### config.mk
export PLATFORM = sky130hd
export DESIGN_NAME = oaht_ctrl
export DESIGN_NICKNAME = d
export VERILOG_FILES = /design/src/rtl/oaht_pkg.sv /design/src/rtl/oaht_ctrl.sv
export VERILOG_INCLUDE_DIRS = /design/src /design/src/rtl
export SDC_FILE = /design/constraint.sdc
export NUM_CORES = 1
export LEC_CHECK = 0
export ABC_AREA = 1
export BUFFER_PORTS_ARGS = -buffer_cell sky130_fd_sc_hd__buf_2
export CAP_MARGIN = 20
export CORE_AREA = 2 2 39 41
export DETAILED_ROUTE_END_ITERATION = 16
export DIE_AREA = 0 0 41 43
export HOLD_SLACK_MARGIN = 0.08
export PLACE_DENSITY_LB_ADDON = 0.25
export SETUP_SLACK_MARGIN = 0.05
export SYNTH_ARGS = -nofsm -noshare
export SYNTH_HDL_FRONTEND = slang
export SYNTH_SLANG_ARGS = --single-unit
### constraint.sdc
create_clock -name clk_i -period 1 [get_ports clk_i]
set_input_delay 0.1 -clock clk_i [delete_from_list [all_inputs] [get_ports clk_i]]
set_output_delay 0.1 -clock clk_i [all_outputs]
set_load 0.02 [all_outputs]
### src/rtl/open_addressing_hash_table_assert.svh
// ---------------------------------------------------------------------------
// Assertion macros shared by the hash table modules
// ---------------------------------------------------------------------------
`ifndef OPEN_ADDRESSING_HASH_TABLE_ASSERT_SVH
`define OPEN_ADDRESSING_HASH_TABLE_ASSERT_SVH

// Same-cycle implication, checked out of reset
`define OAHT_ASSERT_NOW(label, ante, cons) \
  label: assert property (@(posedge clk_i) disable iff (!rst_ni) (ante) |-> (cons)) \
    else $error("hash table assertion failed");

// Next-cycle implication, checked out of reset
`define OAHT_ASSERT_NEXT(label, ante, cons) \
  label: assert property (@(posedge clk_i) disable iff (!rst_ni) (ante) |=> (cons)) \
    else $error("hash table assertion failed");

`endif

### src/rtl/oaht_pkg.sv
// ---------------------------------------------------------------------------
// oaht_pkg
// Shared sizes, command codes and control/status types of the hash table.
// ---------------------------------------------------------------------------
package oaht_pkg;

  localparam int unsigned CAPACITY = 256;
  localparam int unsigned SLOT_W   = $clog2(CAPACITY);
  localparam int unsigned USED_W   = SLOT_W + 1;
  localparam int unsigned CMD_W    = 2;
  localparam int unsigned KEY_W    = 32;
  localparam int unsigned HASH_W   = 32;
  localparam int unsigned VALUE_W  = 64;
  localparam int unsigned LIMIT_W  = 8;

  localparam logic [LIMIT_W-1:0] LOAD_LIMIT_RST = 8'd192;

  typedef logic [CMD_W-1:0] cmd_t;

  localparam cmd_t CMD_GET = 2'd0;
  localparam cmd_t CMD_SET = 2'd1;
  localparam cmd_t CMD_DEL = 2'd2;

  // Controller to datapath
  typedef struct packed {
    logic start;    // latch request, read start slot
    logic advance;  // step to next slot
    logic commit;   // apply outcome, load result word
  } ctrl_cmd_t;

  // Datapath to controller
  typedef struct packed {
    logic stop;     // probe has reached its end
  } dp_status_t;

endpackage

### src/rtl/oaht_ctrl.sv
// ---------------------------------------------------------------------------
// oaht_ctrl
// Request sequencer: accepts a word, walks the probe and hands the result to
// the output register once it is free.
// ---------------------------------------------------------------------------
`include "open_addressing_hash_table_assert.svh"

module oaht_ctrl (
  input  logic                   clk_i,
  input  logic                   rst_ni,
  input  logic                   in_valid_i,
  output logic                   in_ready_o,
  output logic                   out_valid_o,
  input  logic                   out_ready_i,
  input  oaht_pkg::dp_status_t   status_i,
  output oaht_pkg::ctrl_cmd_t    cmd_o
);

  typedef enum logic {
    ST_IDLE,
    ST_PROBE
  } state_e;

  state_e state_q;
  logic   out_valid_q;
  logic   out_free;

  assign out_free    = !out_valid_q || out_ready_i;
  assign in_ready_o  = (state_q == ST_IDLE);
  assign out_valid_o = out_valid_q;

  // Decode commands from state and status
  always_comb begin
    cmd_o = '0;
    case (state_q)
      ST_IDLE: begin
        cmd_o.start = in_valid_i;
      end
      ST_PROBE: begin
        cmd_o.commit  = status_i.stop && out_free;
        cmd_o.advance = !status_i.stop;
      end
      default: begin
        cmd_o = '0;
      end
    endcase
  end

  // Hold state and output valid
  always_ff @(posedge clk_i or negedge rst_ni) begin
    if (!rst_ni) begin
      state_q     <= ST_IDLE;
      out_valid_q <= 1'b0;
    end else begin
      if (cmd_o.commit) begin
        out_valid_q <= 1'b1;
      end else if (out_ready_i) begin
        out_valid_q <= 1'b0;
      end
      case (state_q)
        ST_IDLE: begin
          if (cmd_o.start) begin
            state_q <= ST_PROBE;
          end
        end
        ST_PROBE: begin
          if (cmd_o.commit) begin
            state_q <= ST_IDLE;
          end
        end
        default: begin
          state_q <= ST_IDLE;
        end
      endcase
    end
  end

  `OAHT_ASSERT_NOW(a_commit_needs_stop, cmd_o.commit, status_i.stop)
  `OAHT_ASSERT_NEXT(a_commit_shows_word, cmd_o.commit, out_valid_q)
  `OAHT_ASSERT_NOW(a_no_start_busy, cmd_o.start, !cmd_o.advance && !cmd_o.commit)

endmodule

# After elaboration in Yosys (flattened, before gate mapping)
# Index checks and enable logic that the tools add are counted.
[classes]
reduce_logical = 5
n_bitwise = 1
muxes = 7
[ops]
columns = ["cell", "count"]
rows = [
  ["$mux 1", 5],
  ["$logic_not 1->1", 2],
  ["$mux 2", 1],
  ["$pmux 1 s2", 1],
  ["$reduce_bool 2->1", 1],
  ["$logic_and 1x1->1", 1],
  ["$logic_or 1x1->1", 1],
  ["$not 1->1", 1],
]
[totals]
output_inout_bits = 5
word_cells = 15
ff_bits = 2
input_bits = 5

# Logic depth before layout (Yosys ltp)
[logic_depth]
word_depth = 6
depth_mapped = 3
depth_no_buf = 3

# Worst setup path before layout
# OpenSTA, ideal clock, no wires.
[synth_timing]
kind = "flip-flop to output port"
startpoint = "reg state_q"
endpoint = "out cmd_o[1] (netlist bit)"
path_stages_with_launch = 3
arrival_ns = 0.805
required_ns = 0.900
path_slack_ns = 0.095
path_buffers = 0
path_cell_list = "dfrtp_1 > inv_1 > nor2_1"
[synth_rtl]
columns = ["element", "line_no", "text"]
rows = [
  ["start: declaration", "oaht_ctrl.sv:24", "state_e state_q;"],
  ["start signal: assignment", "oaht_ctrl.sv:52", "state_q <= ST_IDLE;"],
  ["start signal: assignment", "oaht_ctrl.sv:63", "state_q <= ST_PROBE;"],
  ["start signal: assignment", "oaht_ctrl.sv:68", "state_q <= ST_IDLE;"],
  ["end: declaration", "oaht_ctrl.sv:16", "output oaht_pkg::ctrl_cmd_t cmd_o"],
]

==> results.yml <==
route:
  ant_nets: 0
  wl_per_instance_microns: 7.295
  vias: 128
  dr.first_iter.drc_count: 4
  detail_route.wirelength_microns: 321
  drt_first_pass_iters: 4
  route.detailed.vias_per_inst: 2.909
  post-route-drc-count: 0
synth:
  synth_compound_gate_area_share_pct: 16.28
  synthesis.instances: 14
  postSynthAreaPerCell_sq_um: 7.686
  synthAdderAreaFrac_pct: 0
  yosys.area_share.xor_xnor_pct: 0
  synth-simple-area-share_pct: 23.26
  yosysWarnings: 0
  synth_cell_types: 6
  muxShareOfSynthArea_pct: 0
  post_synth_instance_area_sq_um: 107.6
  dominant_combinational_cell_family_by_area_after_synthesis: "simple AND/OR/NAND/NOR gates"
  postSynthRegisterBits: 2
  syn-num-nets: 19
  synth-seq-area-share_pct: 46.51
worst_setup_path:
  cp_max_fo: 4
  cp-start-kind: "flop"
  crit_required_ns: 0.90
  regToRegStartpoint: "state_q"
  regToRegSetupSlack_ns: 0.16
  timing.critical_path.to_type: "primary output"
  worstSetupPathDepth: 3
  critical_path_arrival_ns: 0.95
  path_class: "reg2out"
  regToRegEndpoint: "state_q"
  r2r.worst_path.cells: 3
  worst_setup_path_endpoint: "cmd_o[0]"
  path_cells: "nand2_2, a21oi_2, buf_4"
  timing.critical_path.from: "state_q"
  critPathMaxStageDelay_ns: 0.39
  path_buf_inv: 1
  critical_path.slowest_cell: "dfrtp_1"
  critPathTopFamily: "flip-flops"
floorplan:
  row_count: 14
  floorplan.initialDensity_pct: 7.776
  die_area_sq_mm: 0.001763
  chipHeight_microns: 43
  core_sq_mm: 0.001384
  dieWidth_microns: 41
  ioPinCount: 10
sta:
  actual_transition_at_the_worst_max_transition_pin_ns: 0.1474
  slew_headroom_pct: 90.18
  grt_setup_unrepaired: "yes"
  max_freq_ghz: 0.9480
  count_of_pins_over_their_slew_limit: 0
  fin_ws_ns: -0.05482
  timing.final.crit_period_ns: 1.055
  finalSetupTns_ns: -0.1042
  post-route-period-util_pct: 105.5
  final.setup_skew_ns: 0.0007476
  finalSetupViolCount: 3
  final-hold-violation-count: 0
finish:
  finish.net_count: 35
  syn_to_final_growth_pct: 107.0
  fillCellCount: 155
  ant_cells: 0
  drive_gt1_share_pct: 57.14
cts:
  cts_tree: "done"
  clock_insertion_delay_worst_skew_ns: 0.22
  cts_made_buffers: 3
  clk_path_buf_depth: 2
  ctsRootBufferMaster: "clkbuf_4"
  clkTransAtPathRegs_ns: 0.03
  htree_levels: 1
  cts_sinks: 2
pwr:
  max-vdd-ir-drop_mv: 0.4505
  power_consumption_uw: 439.6
  power.static_leakage_nw: 0.1285
  pwr_density_cell_mw_per_mm2: 1974
run:
  drv.max_cap_violation_count: 0
global_route:
  global_route.usage.total_pct: 5.427
  largest_net_degree_at_the_start_of_global_routing: 5
  global_route_total_overflow: 0
  antenna_found_initial: 0
  first_global_vias: 134
  grt_first_pass_wirelength_microns: 531
placement:
  weighted_congestion_reported_at_the_end_of_routability_driven_placement: 0.6930
  numPortBuffers: 9
min_path:
  hold_class: "in2reg"
status:
  failed_checks: "setup timing"
  outcome: "finished with violations"
-- synthesized netlist by cell type --
library cell	n	area, sq um
a21oi_2	2	17.52
dfrtp_1	2	50.05
nor2_1	3	11.26
inv_1	4	15.01
nand2_1	2	7.510
nand2_2	1	6.260
-- cell families after synthesis --
family,after synthesis
AOI/OAI and AO/OA,2
DFF,2
buffers and inverters,4
and+or+nand+nor,6
-- worst min path at each step --
stage | from | end | slack (ns) | depth (start not counted)
final | in_valid_i | state_q | 0.13 | 3
after global routing | in_valid_i | state_q | 0.16 | 3
after CTS | in_valid_i | state_q | 0.13 | 3
after detailed placement | rst_ni | out_valid_o | -0.11 | 1
after global placement | rst_ni | out_valid_o | -0.11 | 1
after floorplan | rst_ni | out_valid_o | -0.20 | 0
-- stage by stage --
stage                     hold slack, ns  instance area, sq um  std cells  utilization, %  setup slack (ns)
after floorplan                  -0.1956                 107.6         14               -           0.09547
after global placement           -0.1075                 172.7         39           12.48            0.1861
after detailed placement         -0.1130                 172.7         39           12.48            0.1536
after CTS                         0.1263                 215.2         43           15.55          -0.07792
after global routing              0.1607                 222.7         44           16.09           -0.1158
final                             0.1345                 222.7         44           16.09          -0.05482
-- power by group --
| group | switching (mW) | total [mW] | internal, mW |
|---|---|---|---|
| logic | 0.0829 | 0.150 | 0.0670 |
| clock network | 0.0450 | 0.177 | 0.132 |
| registers | 0.0158 | 0.112 | 0.0967 |
| total | 0.144 | 0.440 | 0.296 |
-- worst reg2reg max path: stages, from the launching register on --
cell and delay (ns):
dfrtp_1 0.41, buf_4 0.15, nor2_1 0.13, a21oi_2 0.04
-- area by class of cell --
cell class | instances | area [sq um] | share of cell area [%]
clock buffer | 3 | 22.52 | 10.11
inverter | 4 | 15.01 | 6.742
multi-input combinational | 8 | 42.54 | 19.10
sequential | 2 | 50.05 | 22.47
tap | 16 | 20.02 | 8.989
timing repair buffer | 11 | 72.57 | 32.58
-- routing by layer --
metal / GRT usage (%) / routed length (microns) / vias up
met5: 0 / 0 / -
met4: 6.000 / 0 / 0
met3: 6.283 / 48 / 0
met2: 3.438 / 87 / 10
met1: 7.097 / 185 / 49
li1: - / - / 69
-- state kept, by name, summed over array words and instances, names as in the netlist --
| name | cells |
|---|---|
| state_q | 1 |
| out_valid_o | 1 |
-- timing repair --
action / CTS / global route
endpoints found under the setup margin: 4 / 4
setup buffers: 0 / 1
hold buffers: 1 / 0
pin swaps: 0 / 1
resized for setup: 4 / 0
hold endpoints to repair: 2 / 0
-- cells in the final DEF, fill, tap and decap left out --
cell	n
buf_4	5
nor2_1	3
inv_1	4
a21oi_2	2
nand2_1	2
dlygate4sd3_1	1
buf_2	5
clkbuf_4	3
dfrtp_1	2
nand2_2	1
(Power assumes the default switching activity.)
